[config.mk]
export PLATFORM = sky130hd
export DESIGN_NAME = periodic_timer_table_core
export DESIGN_NICKNAME = d
export VERILOG_FILES = /design/src/rtl/ptt_pkg.sv /design/src/rtl/ptt_mod_unit.sv /design/src/rtl/periodic_timer_table_core.sv
export SDC_FILE = /design/constraint.sdc
export NUM_CORES = 1
export LEC_CHECK = 0
export BUFFER_PORTS_ARGS = -buffer_cell sky130_fd_sc_hd__buf_2
export CAP_MARGIN = 40
export CORE_MARGIN = 10
export CORE_UTILIZATION = 66
export DETAILED_ROUTE_END_ITERATION = 6
export GPL_TIMING_DRIVEN = 0
export HOLD_SLACK_MARGIN = 0.02
export PLACE_DENSITY = 0.86
export SYNTH_ARGS = -nofsm -noshare
export SYNTH_HDL_FRONTEND = slang
export SYNTH_SLANG_ARGS = --single-unit
[constraint.sdc]
create_clock -name clk -period 6.4 [get_ports clk]
set_input_delay 1.28 -clock clk [delete_from_list [all_inputs] [get_ports clk]]
set_output_delay 1.28 -clock clk [all_outputs]
set_load 0.01 [all_outputs]
[src/rtl/ptt_pkg.sv]
// ptt_pkg: shared types, codes and constants of the periodic timer table
// no dependencies
`timescale 1ns / 1ps
package ptt_pkg;

  localparam int NUM_TIMERS_DEF  = 16;
  localparam int PERIOD_BITS_DEF = 16;
  localparam int TIME_W          = 32;

  typedef enum logic [1:0] {
    FN_REGISTER   = 2'd0,
    FN_UNREGISTER = 2'd1,
    FN_TICK       = 2'd2,
    FN_READ_TIME  = 2'd3
  } func_t;

  typedef enum logic [2:0] {
    K_REGISTERED   = 3'd0,
    K_NONE_FREE    = 3'd1,
    K_UNREGISTERED = 3'd2,
    K_REFUSED      = 3'd3,
    K_FIRED        = 3'd4,
    K_NO_FIRE      = 3'd5,
    K_TIME         = 3'd6
  } kind_t;

  typedef struct packed {
    logic [1:0]  func;
    logic [15:0] interval_ticks;
    logic signed [15:0] repeat_count;
    logic [3:0]  entry_id;
  } in_item_t;

  typedef struct packed {
    logic [2:0]  result_kind;
    logic [3:0]  timer_index;
    logic [31:0] system_time;
    logic        last;
  } out_item_t;

  // request to the modulo unit and its answer
  typedef struct packed {
    logic start;
  } mod_ctl_t;

  typedef struct packed {
    logic busy;
    logic done;
    logic zero;
  } mod_sts_t;

endpackage

[src/rtl/ptt_mod_unit.sv]
// ptt_mod_unit: restoring divider that tells whether a divisor divides the counter
// depends on ptt_pkg
`timescale 1ns / 1ps
module ptt_mod_unit import ptt_pkg::*; #(
  parameter int PERIOD_BITS = PERIOD_BITS_DEF
) (
  input  logic                   clk,
  input  logic                   rst_n,
  input  mod_ctl_t               ctl,
  input  logic [TIME_W-1:0]      dividend,
  input  logic [PERIOD_BITS-1:0] divisor,
  output mod_sts_t               sts
);

  localparam int CNT_W = $clog2(TIME_W + 1);

  logic [TIME_W-1:0]      quo_r, quo_nxt;
  logic [PERIOD_BITS:0]   rem_r, rem_nxt;
  logic [PERIOD_BITS-1:0] div_r, div_nxt;
  logic [CNT_W-1:0]       cnt_r, cnt_nxt;
  logic                   busy_r, busy_nxt;
  logic                   done_r, done_nxt;
  logic [PERIOD_BITS:0]   trial;

  always_comb begin
    quo_nxt  = quo_r;
    rem_nxt  = rem_r;
    div_nxt  = div_r;
    cnt_nxt  = cnt_r;
    busy_nxt = busy_r;
    done_nxt = 1'b0;
    trial    = {rem_r[PERIOD_BITS-1:0], quo_r[TIME_W-1]};
    if (ctl.start) begin
      quo_nxt  = dividend;
      rem_nxt  = '0;
      div_nxt  = divisor;
      cnt_nxt  = CNT_W'(TIME_W);
      busy_nxt = 1'b1;
    end else if (busy_r) begin
      // one quotient bit a cycle
      quo_nxt = {quo_r[TIME_W-2:0], 1'b0};
      if (trial >= {1'b0, div_r}) rem_nxt = trial - {1'b0, div_r};
      else rem_nxt = trial;
      cnt_nxt = cnt_r - 1'b1;
      if (cnt_r == CNT_W'(1)) begin
        busy_nxt = 1'b0;
        done_nxt = 1'b1;
      end
    end
  end

  always_ff @(posedge clk) begin
    if (!rst_n) begin
      busy_r <= 1'b0;
      done_r <= 1'b0;
      cnt_r  <= '0;
    end else begin
      busy_r <= busy_nxt;
      done_r <= done_nxt;
      cnt_r  <= cnt_nxt;
    end
    quo_r <= quo_nxt;
    rem_r <= rem_nxt;
    div_r <= div_nxt;
  end

  assign sts.busy = busy_r;
  assign sts.done = done_r;
  assign sts.zero = (rem_r == '0);

endmodule

[src/rtl/periodic_timer_table_core.sv]
// periodic_timer_table_core: top level, sequencer, entry memory and free-id fifo
// depends on ptt_pkg and ptt_mod_unit
`timescale 1ns / 1ps
// One item at a time. After reset a pass loads the free-id fifo with ids 0 upwards,
// and no item is taken until it ends. A register item passes a decode state and a
// write state; unregister and read-time items end at decode. A tick walks every
// entry in id order. An inactive entry takes a single walk state. An active entry
// costs a memory read and a modulo in the shared divider, and an emit step if it
// fires. A tick can also be held by output stalls. Each fire result is held back
// until the walk finds the next fire or ends, so that the final one can carry last.
// Period and repeat counts live in one single-port memory with registered read;
// the free-id fifo is a second memory. Results leave through an output register,
// so a waiting result holds the sequencer only until it is taken.
module periodic_timer_table_core import ptt_pkg::*; #(
  parameter int NUM_TIMERS  = NUM_TIMERS_DEF,
  parameter int PERIOD_BITS = PERIOD_BITS_DEF
) (
  input  logic      clk,
  input  logic      rst_n,
  input  logic      in_valid,
  output logic      in_ready,
  input  in_item_t  in_data,
  output logic      out_valid,
  input  logic      out_ready,
  output out_item_t out_data
);

  localparam int IDX_W = (NUM_TIMERS > 1) ? $clog2(NUM_TIMERS) : 1;
  localparam int CNT_W = $clog2(NUM_TIMERS + 1);
  localparam int ENT_W = PERIOD_BITS + 16;

  typedef enum logic [8:0] {
    S_IDLE  = 9'b000000001,
    S_DEC   = 9'b000000010,
    S_RDW   = 9'b000000100,
    S_WALK  = 9'b000001000,
    S_RDE   = 9'b000010000,
    S_MOD   = 9'b000100000,
    S_EMIT  = 9'b001000000,
    S_DONE  = 9'b010000000,
    S_INIT  = 9'b100000000
  } state_t;

  state_t state_r, state_nxt;

  logic [ENT_W-1:0] ent_mem [NUM_TIMERS];
  logic [IDX_W-1:0] fifo_mem [NUM_TIMERS];
  logic [NUM_TIMERS-1:0] active_r, active_nxt;

  logic [ENT_W-1:0] ent_q;
  logic [IDX_W-1:0] fifo_q;
  logic             ent_we;
  logic [IDX_W-1:0] ent_addr;
  logic [ENT_W-1:0] ent_wd;
  logic             fifo_we;
  logic [IDX_W-1:0] fifo_waddr;
  logic [IDX_W-1:0] fifo_wd;

  logic [IDX_W-1:0] head_r, head_nxt;
  logic [CNT_W-1:0] count_r, count_nxt;
  logic [TIME_W-1:0] time_r, time_nxt;
  in_item_t         item_r, item_nxt;
  logic [IDX_W-1:0] idx_r, idx_nxt;
  logic [IDX_W-1:0] pidx_r, pidx_nxt;
  logic             fired_r, fired_nxt;
  logic             ov_r, ov_nxt;
  out_item_t        od_r, od_nxt;

  mod_ctl_t mctl;
  mod_sts_t msts;

  logic [PERIOD_BITS-1:0] per_in;
  logic [15:0]            rep_q;
  logic                   out_free;
  logic                   last_idx;
  logic [CNT_W:0]         tail_sum;
  logic [IDX_W-1:0]       tail;

  assign out_free = !ov_r || out_ready;
  assign rep_q    = ent_q[15:0];
  assign last_idx = (32'(idx_r) == NUM_TIMERS - 1);
  assign tail_sum = (CNT_W+1)'(head_r) + (CNT_W+1)'(count_r);
  assign tail     = (32'(tail_sum) >= NUM_TIMERS) ?
                    IDX_W'(32'(tail_sum) - NUM_TIMERS) : IDX_W'(tail_sum);
  assign per_in   = (item_r.interval_ticks[PERIOD_BITS-1:0] == '0) ?
                    PERIOD_BITS'(1) : item_r.interval_ticks[PERIOD_BITS-1:0];

  ptt_mod_unit #(.PERIOD_BITS(PERIOD_BITS)) u_mod (
    .clk     (clk),
    .rst_n   (rst_n),
    .ctl     (mctl),
    .dividend(time_r),
    .divisor (ent_q[ENT_W-1:16]),
    .sts     (msts)
  );

  always_ff @(posedge clk) begin
    if (ent_we) ent_mem[ent_addr] <= ent_wd;
    ent_q <= ent_mem[ent_addr];
  end

  always_ff @(posedge clk) begin
    if (fifo_we) fifo_mem[fifo_waddr] <= fifo_wd;
    fifo_q <= fifo_mem[head_r];
  end

  task automatic put(input kind_t k, input logic [IDX_W-1:0] ix, input logic lst);
    ov_nxt             = 1'b1;
    od_nxt.result_kind = k;
    od_nxt.timer_index = 4'(ix);
    od_nxt.system_time = time_nxt;
    od_nxt.last        = lst;
  endtask

  always_comb begin
    state_nxt  = state_r;
    active_nxt = active_r;
    head_nxt   = head_r;
    count_nxt  = count_r;
    time_nxt   = time_r;
    item_nxt   = item_r;
    idx_nxt    = idx_r;
    pidx_nxt   = pidx_r;
    fired_nxt  = fired_r;
    ov_nxt     = ov_r && !out_ready;
    od_nxt     = od_r;
    ent_we     = 1'b0;
    ent_addr   = idx_r;
    ent_wd     = '0;
    fifo_we    = 1'b0;
    fifo_waddr = tail;
    fifo_wd    = idx_r;
    mctl.start = 1'b0;
    in_ready   = (state_r == S_IDLE);
    unique case (state_r)
      S_INIT: begin
        // load the fifo with ids in order
        fifo_we    = 1'b1;
        fifo_waddr = idx_r;
        if (last_idx) state_nxt = S_IDLE;
        else idx_nxt = idx_r + 1'b1;
      end
      S_IDLE: begin
        if (in_valid) begin
          item_nxt  = in_data;
          idx_nxt   = IDX_W'(in_data.entry_id);
          fired_nxt = 1'b0;
          state_nxt = S_DEC;
        end
      end
      S_DEC: begin
        if (out_free) begin
          unique case (func_t'(item_r.func))
            FN_REGISTER: begin
              if (count_r == '0) begin
                put(K_NONE_FREE, '0, 1'b1);
                state_nxt = S_IDLE;
              end else state_nxt = S_RDW;
            end
            FN_UNREGISTER: begin
              if (32'(item_r.entry_id) >= NUM_TIMERS || !active_r[idx_r]) begin
                ov_nxt             = 1'b1;
                od_nxt.result_kind = K_REFUSED;
                od_nxt.timer_index = item_r.entry_id;
                od_nxt.system_time = time_r;
                od_nxt.last        = 1'b1;
              end else begin
                active_nxt[idx_r] = 1'b0;
                fifo_we   = 1'b1;
                count_nxt = count_r + 1'b1;
                put(K_UNREGISTERED, idx_r, 1'b1);
              end
              state_nxt = S_IDLE;
            end
            FN_TICK: begin
              time_nxt  = time_r + 1'b1;
              idx_nxt   = '0;
              state_nxt = S_WALK;
            end
            default: begin
              put(K_TIME, '0, 1'b1);
              state_nxt = S_IDLE;
            end
          endcase
        end
      end
      S_RDW: begin
        // fifo_q holds the oldest free id
        ent_addr = fifo_q;
        ent_we   = 1'b1;
        ent_wd   = {per_in, item_r.repeat_count};
        active_nxt[fifo_q] = 1'b1;
        head_nxt  = (32'(head_r) == NUM_TIMERS - 1) ? '0 : head_r + 1'b1;
        count_nxt = count_r - 1'b1;
        put(K_REGISTERED, fifo_q, 1'b1);
        state_nxt = S_IDLE;
      end
      S_WALK: begin
        if (active_r[idx_r]) state_nxt = S_RDE;
        else if (last_idx) state_nxt = S_DONE;
        else idx_nxt = idx_r + 1'b1;
      end
      S_RDE: begin
        mctl.start = 1'b1;
        state_nxt  = S_MOD;
      end
      S_MOD: begin
        if (msts.done) begin
          if (msts.zero) state_nxt = S_EMIT;
          else if (last_idx) state_nxt = S_DONE;
          else begin
            idx_nxt   = idx_r + 1'b1;
            state_nxt = S_WALK;
          end
        end
      end
      S_EMIT: begin
        if (out_free) begin
          // the previous fire is not the final one
          if (fired_r) put(K_FIRED, pidx_r, 1'b0);
          pidx_nxt  = idx_r;
          fired_nxt = 1'b1;
          if (!rep_q[15]) begin
            if (rep_q != '0) begin
              ent_we = 1'b1;
              ent_wd = {ent_q[ENT_W-1:16], rep_q - 16'd1};
            end else begin
              active_nxt[idx_r] = 1'b0;
              fifo_we   = 1'b1;
              count_nxt = count_r + 1'b1;
            end
          end
          if (last_idx) state_nxt = S_DONE;
          else begin
            idx_nxt   = idx_r + 1'b1;
            state_nxt = S_WALK;
          end
        end
      end
      S_DONE: begin
        if (out_free) begin
          if (fired_r) put(K_FIRED, pidx_r, 1'b1);
          else put(K_NO_FIRE, '0, 1'b1);
          state_nxt = S_IDLE;
        end
      end
      default: state_nxt = S_IDLE;
    endcase
  end

  always_ff @(posedge clk) begin
    if (!rst_n) begin
      state_r  <= S_INIT;
      active_r <= '0;
      head_r   <= '0;
      count_r  <= CNT_W'(NUM_TIMERS);
      time_r   <= '0;
      ov_r     <= 1'b0;
      fired_r  <= 1'b0;
      idx_r    <= '0;
    end else begin
      state_r  <= state_nxt;
      active_r <= active_nxt;
      head_r   <= head_nxt;
      count_r  <= count_nxt;
      time_r   <= time_nxt;
      ov_r     <= ov_nxt;
      fired_r  <= fired_nxt;
      idx_r    <= idx_nxt;
    end
    item_r <= item_nxt;
    pidx_r <= pidx_nxt;
    od_r   <= od_nxt;
  end

  assign out_valid = ov_r;
  assign out_data  = od_r;

  a_count_range: assert property (@(posedge clk) disable iff (!rst_n)
    32'(count_r) <= NUM_TIMERS)
    else $error("free count above table size");
  a_busy_no_accept: assert property (@(posedge clk) disable iff (!rst_n)
    state_r != S_IDLE |-> !in_ready)
    else $error("item accepted while busy");
  a_mod_done_in_mod: assert property (@(posedge clk) disable iff (!rst_n)
    msts.done |-> state_r == S_MOD)
    else $error("divider finished outside walk");

endmodule

Word level (Yosys, flattened, before mapping)

Memories as Yosys holds them, arrays and structs flattened. A register that Yosys moved wholly into a read port is not among the register bits.
Index checks and enable logic that the tools add are counted.
W data, S select, Z words.

$add $sub $neg: 10
Order comparisons: 6
Equal/unequal tests: 31
Muxes and demuxes: 95
Bitwise gates (word level): 5
Reductions and logical operators: 26

Operators by type and width:

| kind                    | count |
|---|---|
| $mux W40                | 5 |
| $mux W32                | 5 |
| $pmux W40 S4            | 1 |
| $pmux W40 S3            | 1 |
| $mux W16                | 7 |
| $mux W38                | 2 |
| $mux W9                 | 8 |
| $pmux W9 S8             | 1 |
| $pmux W32 S2            | 1 |
| $mux W4                 | 12 |
| $pmux W16 S3            | 1 |
| $add A32 B1 Y32 const B | 1 |
| $mux W5                 | 6 |
| $mux W1                 | 28 |
| $ne A2 B2 Y1 const B    | 13 |
| $pmux W4 S6             | 1 |
| $reduce_and A7 Y1       | 3 |
| $pmux W9 S2             | 1 |
| $ge A17 B16 Y1          | 1 |
| $logic_not A17 Y1       | 1 |
| $mux W17                | 1 |
| $sub A17 B16 Y17        | 1 |
| $and A16 B16 Y16        | 1 |
| $logic_not A16 Y1       | 1 |
| 52 further kinds        | 70 |

Bits in registers: 227
Memory bits (writable): 576
Bits of input ports: 42
Output and inout bits: 42
Memories: 2

Memories:

| memory   | depth | width | rd ports | clocked after Yosys merged registers in | write ports | line                            | text |
|---|---|---|---|---|---|---|---|
| ent_mem  | 16    | 32    | 1        | 1                                       | 1           | periodic_timer_table_core.sv:46 | `logic [ENT_W-1:0] ent_mem [NUM_TIMERS];` |
| fifo_mem | 16    | 4     | 1        | 1                                       | 1           | periodic_timer_table_core.sv:47 | `logic [IDX_W-1:0] fifo_mem [NUM_TIMERS];` |

Longest topological paths before layout

Gate-level depths: netlist (run 1).

Word-level depth: 10
Gate-level depth with buffers: 14
Mapped depth without buffers: 11

By module

A second synthesis (run 1) with hierarchy kept.

Cell total of the unflattened synthesis: 2245
Area, all modules: 34130.2 um2

Modules (own cells, without submodules):

| module                    | instances | cells each | area each (um2) | seq. area each (um2) |
|---|---|---|---|---|
| periodic_timer_table_core | 1         | 1901       | 30217.7         | 21921.0 |
| ptt_mod_unit              | 1         | 344        | 3912.5          | 1941.9 |

Worst setup path before layout (run 1)

Ideal clock, no wire load.

Kind: input -> register
Start: input out_ready
End: memory ent_mem[0][0] (netlist name) (enable)
Library setup time: 0.421 ns
Data arrival time: 4.044 ns
Setup slack: 1.935 ns
Stages on the path: 7
Path buffers: 2
Cells stage by stage: nand2b_1 -> clkbuf_1 -> nand2_1 -> a311oi_1 -> clkbuf_1 -> a21oi_1 -> nor2_1

Cells in the longest elaborated chain, start to end: 5

RTL lines:

| element                       | line                             | text |
|---|---|---|
| start: declaration            | periodic_timer_table_core.sv:24  | `input logic out_ready,` |
| $logic_or A1 B1 Y1            | periodic_timer_table_core.sv:79  | `assign out_free = !ov_r \|\| out_ready;` |
| $mux W1                       | periodic_timer_table_core.sv:218 | `if (out_free) begin` |
| $pmux W1 S2                   | periodic_timer_table_core.sv:135 | `unique case (state_r)` |
| $mux W1                       | periodic_timer_table_core.sv:98  | `if (ent_we) ent_mem[ent_addr] <= ent_wd;` |
| $mux W1 (implied by the code) | periodic_timer_table_core.sv:98  |  |
| end: declaration              | periodic_timer_table_core.sv:46  |  |

No other way between the ends.

Worst setup path after layout (run 1)

Start: register state_r[4]
End: memory ent_mem[5][6] (netlist name) (enable)

Cells in the longest elaborated chain, start to end: 4
Elaborated cells between the ends (all ways): 6
Classes of those cells: eq/ne: 2; mux: 4

RTL lines:

| element                                             | line                             | text |
|---|---|---|
| start: declaration                                  | periodic_timer_table_core.sv:44  | `state_t state_r, state_nxt;` |
| start signal: assignment                            | periodic_timer_table_core.sv:262 | `state_r <= state_nxt;` |
| $eq A9 B7 Y1 / $eq A9 B3 Y1 (equally long branches) | periodic_timer_table_core.sv:135 |  |
| $pmux W1 S2                                         | periodic_timer_table_core.sv:135 |  |
| $mux W1                                             | periodic_timer_table_core.sv:98  |  |
| $mux W1 (implied by the code)                       | periodic_timer_table_core.sv:98  |  |

Several ways; a longest one is shown, not always the timed one.

==> metrics.txt, run 1 <==
run status complete, no violations; met2 WL post-DR 42.3 mm; placer congestion estimate 0.920; fraction of final layout cells with drive strength greater than 1 0.122; maximum number of pins on one net before global-route repair 41; kind of launch point of the worst setup path register; final count of hold timing violations 0; post-cts gate resize count 0; first-pass iteration count of the detailed router 7; area added between synthesis and finish 13.5%; floorplan die area 0.0611 mm²; detailed-placement wirelength estimate 58.6 mm; transition time at the pin with the least slew margin 1060 ps; number of nets in the layout 2836; width of the chip 247 µm; part of the Yosys area used for sequential elements 0.701; post-CTS repair timing setup buffer count 0; instance count of the mapped netlist 2553; reported leakage power 14.5 nW; Starting DRT DRC Count 3498; Yosys warnings 0; GRT Overall Usage 0.297; classification of the worst setup path register to register; post-synthesis share of cell area spent on full adders, half adders and majority gates 0.0135; number of enable-type register cells in the synthesized netlist 706; final setup TNS 0 ps; setup repair after global routing missed its margin false; post-synthesis net count 2630; count of unresolved DRC violations after routing 0; number of distinct library cells after synthesis 75; CTS Hold Bufs 0; Netlist Area Pre-Place 0.0340 mm²; Synth Register Bits 839; aggregate global routing overflow 0; Post-Synth Simple-Gate Area 0.123; PD cells 352 mW/mm²; maximum level of the CTS H-tree 3; diode count 0; detail-routed net length per standard cell 26.1 µm; cell row count 83; area post-placement 0.0360 mm²; Top-Level Pins 84; largest vdd supply drop 0.287 mV; initial antenna violation count 0; maximum fanout along the worst path 18; ratio of routed vias to standard cells 6.63; classification of the worst-slack hold path register to register; clock tree root buffer cell sky130_fd_sc_hd__clkbuf_16; average size of a mapped cell 13.3 µm²; clock latency on the worst-skew pair 640 ps; effective utilization at floorplan 0.665; routed wire length 91.4 mm; arrival time at the worst endpoint 5820 ps; # setup viols final 0; routed length on met1 32.2 mm; Port-buffer cells 82; first-pass GRT wire length 136 mm; Detail Route met3 WL 11.4 mm; fmax 0.182 GHz; most frequent standard cell in the layout excluding fill and tap cells sky130_fd_sc_hd__edfxtp_1; area of the core 0.0512 mm²; number of CTS-inserted buffers 80; share of flip-flops with an asynchronous set or reset after synthesis 0; Die Y-Extent 247 µm; largest clock skew in the final design 26.3 ps; clock transition at the registers of the reported paths 60 ps; TritonCTS sink count 839; top metal layer carrying routed signals met4; max-capacitance violation count 0; Tcrit/Tclk final 0.859; CTS tree done; commonest register cell after synthesis sky130_fd_sc_hd__edfxtp_1; maximum clock insertion buffer count 3; Synth Area in Compound Gates 0.0639; worst endpoint required time 6720 ps; vias in the first global route 23100; parity-gate share of the synthesized area counting xor and xnor cells 0.0165; leading cell types in the layout, fill and taps excluded sky130_fd_sc_hd__edfxtp_1, sky130_fd_sc_hd__nand2_1, sky130_fd_sc_hd__nand3_1; via count 23200; Final Instance Area 0.0386 mm²; combinational family with the most area after synthesis simple AND/OR/NAND/NOR gates; final slew viol count 0; relative slew slack 0.291; CP Capture Type register; antenna violation net count after detailed routing 0; post-layout min period 5500 ps; multiplexer share of the synthesized area 0.0583
[logic make-up (layout without fill, tap and decap cells)]
family / count (synthesis) / in the layout
simple gates: 930 / 930
flops: 839 / 839
compound gates: 330 / 330
buf+inv: 188 / 457
mux: 167 / 167
xor+xnor: 64 / 64
fa+ha+maj: 35 / 35
[synth_stat cells, drive strengths merged, types with 23 or more instances]
library cell	n	area, µm²
nor3	24	120
dfxtp	133	2660
nand2	462	1740
nand3	185	926
o21ai	74	370
edfxtp	706	21200
buf	54	288
nor2	135	509
o22ai	64	400
ha	32	400
nor4	26	226
a311oi	23	201
inv	58	218
clkbuf	75	282
mux4	25	563
mux2i	141	1410
a21oi	50	250
o211ai	25	188
xnor2	46	403
[per-layer routing]
layer / up-vias / global-route usage
met3: 422 / 0.0707
met4: 0 / 0.159
met2: 1809 / 0.468
met5: - / 0
met1: 11100 / 0.378
li1: 9913 / -
[through the flow]
stage          hold slack, ps  std cells  power, W  worst slack [ps]   util
2_1_floorplan             408       2553   0.00789              1930      -
3_3_place_gp              424       3315   0.00869              -829  0.689
3_5_place_dp              428       3354   0.00882              1280  0.702
4_1_cts                   443       3499    0.0135              1220  0.753
5_1_grt                   458       3502    0.0139               826  0.754
6_report                  440       3502    0.0136               901  0.754
[power by group]
part / total (W) / internal (W) / switching (W)
clock network: 0.00474 / 0.00272 / 0.00202
logic: 0.00250 / 0.000759 / 0.00174
registers: 0.00636 / 0.00613 / 0.000238
total: 0.0136 / 0.00961 / 0.00400
[final timing paths]
path | end | from | cells past startpoint | slack, ps
worst min-delay path | u_mod.div_r[15]$_DFFE_PP_ | ent_q[31]$_DFF_P_ | 0 | 440
worst max register to register | ent_mem[5][6]$_DFFE_PP_ | state_r[4]$_SDFFE_PN0P_ | 11 | 900
worst min register to register | u_mod.div_r[15]$_DFFE_PP_ | ent_q[31]$_DFF_P_ | 0 | 440
worst max-delay path | ent_mem[5][6]$_DFFE_PP_ | state_r[4]$_SDFFE_PN0P_ | 11 | 900
[critical path: stages (launching register included)]
cell                       delay [ps]
sky130_fd_sc_hd__dfxtp_1          360
sky130_fd_sc_hd__nor4_1           430
sky130_fd_sc_hd__nand4_1          380
sky130_fd_sc_hd__inv_2            360
sky130_fd_sc_hd__nand2_1          220
sky130_fd_sc_hd__nand2_1          370
sky130_fd_sc_hd__clkbuf_1         480
sky130_fd_sc_hd__clkbuf_1         690
sky130_fd_sc_hd__clkbuf_1         520
sky130_fd_sc_hd__nand2_1          380
sky130_fd_sc_hd__nor2_4           670
sky130_fd_sc_hd__buf_12           290
[final cells by class]
type                            instances  area, µm²
Multi-Input combinational cell       1526       9500
Tap cell                              680        851
Clock buffer                          106       2160
Sequential cell                       839      23900
Clock inverter                         39        458
Fill cell                            2914      12600
Timing Repair Buffer                  124        992
Inverter                               59        221
Buffer                                129        569
[flip-flops by register name, indices dropped and copies added (netlist names), 4 cells and up]
signal	cells
ent_mem	512
fifo_mem	64
out_data	40
item_r	38
ent_q	32
time_r	32
u_mod.quo_r	32
u_mod.rem_r	17
active_r	16
u_mod.div_r	16
state_r	9
u_mod.cnt_r	6
count_r	5
fifo_q	4
fifo_wd	4
head_r	4
pidx_r	4
Note: power is estimated with default switching activity, not from simulation.
==> run 2, diff against run 1 <==
- CELL_PAD_IN_SITES_DETAIL_PLACEMENT: unset -> 1
- CELL_PAD_IN_SITES_GLOBAL_PLACEMENT: unset -> 2
- CORE_UTILIZATION: 66 -> 48
==> metrics.txt, run 2 (synthesis results as in run 1) <==
initial antenna violation count 1 (+1); first-pass iteration count of the detailed router 6 (-1); largest clock skew in the final design 39.6 ps (+13.3 ps); relative slew slack 0.293 (+0.00210); final core utilization 0.562 (-0.193); count of unresolved DRC violations after routing 0 (unchanged); setup repair after global routing missed its margin false; area of the core 0.0701 mm² (+37%); fmax 0.178 GHz (-2.0%); largest vdd supply drop 0.261 mV (-9.2%); via count 22900 (-1.2%); post-cts gate resize count 0 (unchanged); # fillers 6990 (+140%); Worst path max stage delay 770 ps (+80 ps); placer congestion estimate 0.878 (-4.6%); Worst Hold Slack 438 ps (-2.01 ps); maximum level of the CTS H-tree 3 (unchanged); most frequent standard cell in the layout excluding fill and tap cells sky130_fd_sc_hd__edfxtp_1; floorplan die area 0.0820 mm² (+34%); diode count 0 (unchanged); Switching Power 0.00430 W (+7.6%); fraction of final layout cells with drive strength greater than 1 0.132 (+0.00994); max-capacitance violation count 0 (unchanged); effective utilization at floorplan 0.485 (-0.180); width of the chip 286 µm (+16%); final slew viol count 0 (unchanged); aggregate global routing overflow 0 (unchanged); clock tree root buffer cell sky130_fd_sc_hd__clkbuf_16; clock share of power 0.370 (+0.022); antenna violation net count after detailed routing 0 (unchanged); Starting DRT DRC Count 2174 (-38%); Most flops, register ent_mem; # setup viols final 0 (unchanged); portion of total power attributed to combinational logic 0.182 (-0.002); design internal power 0.00990 W (+3.0%); transition time at the pin with the least slew margin 1050 ps (-17.9 ps); power share of the sequential group 0.449 (-0.019); routed wire length 104 mm (+14%); Port-buffer cells 82 (unchanged); worst-case register-to-register setup slack 790 ps (-110 ps); PD cells 361 mW/mm² (+2.3%); clock transition at the registers of the reported paths 60 ps (about the same); post-CTS repair timing setup buffer count 0 (unchanged); Top-Level Pins 84 (unchanged); leading cell types in the layout, fill and taps excluded sky130_fd_sc_hd__edfxtp_1, sky130_fd_sc_hd__nand2_1, sky130_fd_sc_hd__nand3_1; number of nets in the layout 2852 (+0.56%); switching share of total power 0.303 (+0.00909); arrival time at the worst endpoint 5970 ps (+150 ps); kind of launch point of the worst setup path register; number of CTS-inserted buffers 89 (+11%); final count of hold timing violations 0 (unchanged); maximum number of pins on one net before global-route repair 41 (unchanged); maximum clock insertion buffer count 3 (unchanged); slowest cell on the critical path sky130_fd_sc_hd__nor2_4; CTS tree done; buffer and inverter count on the worst path 5 (unchanged); vias in the first global route 24300 (+5.5%); TritonCTS sink count 839 (unchanged); post-layout min period 5610 ps (+112 ps); cell row count 97 (+17%); clock latency on the worst-skew pair 670 ps (+30 ps); number of flip-flops in the largest register 512 (unchanged); cell family contributing the most delay on the critical path simple AND/OR/NAND/NOR gates; first-pass GRT wire length 156 mm (+14%); run status complete, no violations; classification of the worst-slack hold path register to register; reported leakage power 14.7 nW (+1.6%); ratio of routed vias to standard cells 6.05 (-8.8%); CP Capture Type register; Die Y-Extent 286 µm (+16%); Tcrit/Tclk final 0.877 (+0.0174); area added between synthesis and finish 15.7%; CTS Hold Bufs 0 (unchanged); GRT Overall Usage 0.251 (-0.0455); detailed-placement wirelength estimate 69.7 mm (+19%); maximum fanout along the worst path 19 (+1); worst endpoint required time 6760 ps (+40 ps); detail-routed net length per standard cell 27.5 µm (+5.3%); cells traversed along the worst timing path nor4_1 > nand4_1 > inv_2 > nand2_1 > nand2_1 > clkbuf_1 > clkbuf_1 > clkbuf_1 > nand2_1 > nor2_4 > buf_12; classification of the worst setup path register to register
[run 2: changes by cell type in the layout (fill, tap and decap cells not counted), moves of 3 or more]
cell and delta:
sky130_fd_sc_hd__clkinv_2 +12, sky130_fd_sc_hd__clkbuf_16 +8, sky130_fd_sc_hd__buf_4 +4, sky130_fd_sc_hd__o21ai_0 -4, sky130_fd_sc_hd__o21ai_1 +4, sky130_fd_sc_hd__buf_12 +3
sky130_fd_sc_hd__buf_2 -3
[run 2: path summary, 6_finish.rpt]
path / cells after the start / to / from
max reg2reg: 11 / ent_mem[7][11]$_DFFE_PP_ / state_r[4]$_SDFFE_PN0P_
min reg2reg: 0 / u_mod.div_r[8]$_DFFE_PP_ / ent_q[24]$_DFF_P_
max: 11 / ent_mem[7][11]$_DFFE_PP_ / state_r[4]$_SDFFE_PN0P_
min: 0 / u_mod.div_r[8]$_DFFE_PP_ / ent_q[24]$_DFF_P_
[run 2: power groups by stage]
stage               Sequential, W  Combinational (W)  Clock (W)
detailed placement        0.00648            0.00251          0
global placement          0.00647            0.00238          0
global route              0.00639            0.00274    0.00554
floorplan                 0.00635            0.00154          0
CTS                       0.00637            0.00255    0.00530
finish                    0.00637            0.00258    0.00525
[run 2: layer usage]
layer / vias to the layer above / wire, µm / GRT usage
li1: 9953 / - / -
met4: 2 / 3440 / 0.0850
met1: 11700 / 41500 / 0.323
met2: 1005 / 51300 / 0.423
met3: 235 / 7950 / 0.0486
met5: - / 13 / 0
[run 2: cell type report]
class / count / area [µm²] / share of cell area
Sequential cell: 839 / 23900 / 0.606
Multi-Input combinational cell: 1526 / 9500 / 0.241
Clock buffer: 114 / 2360 / 0.0599
Tap cell: 940 / 1180 / 0.0299
Timing Repair Buffer: 131 / 1110 / 0.0281
Clock inverter: 54 / 588 / 0.0149
Buffer: 129 / 569 / 0.0145
Inverter: 59 / 221 / 0.00562
[run 2: per-stage QoR]
stage               instances  power [W]  setup TNS, ps  area [µm²]  setup slack [ps]
floorplan                2553    0.00789              0       34000              1930
CTS                      3791     0.0142              0       39400               892
detailed placement       3623    0.00899              0       36400               928
global placement         3575    0.00885        -502370       35600             -1460
global route             3792     0.0147              0       39400               610
finish                   3792     0.0142              0       39400               789
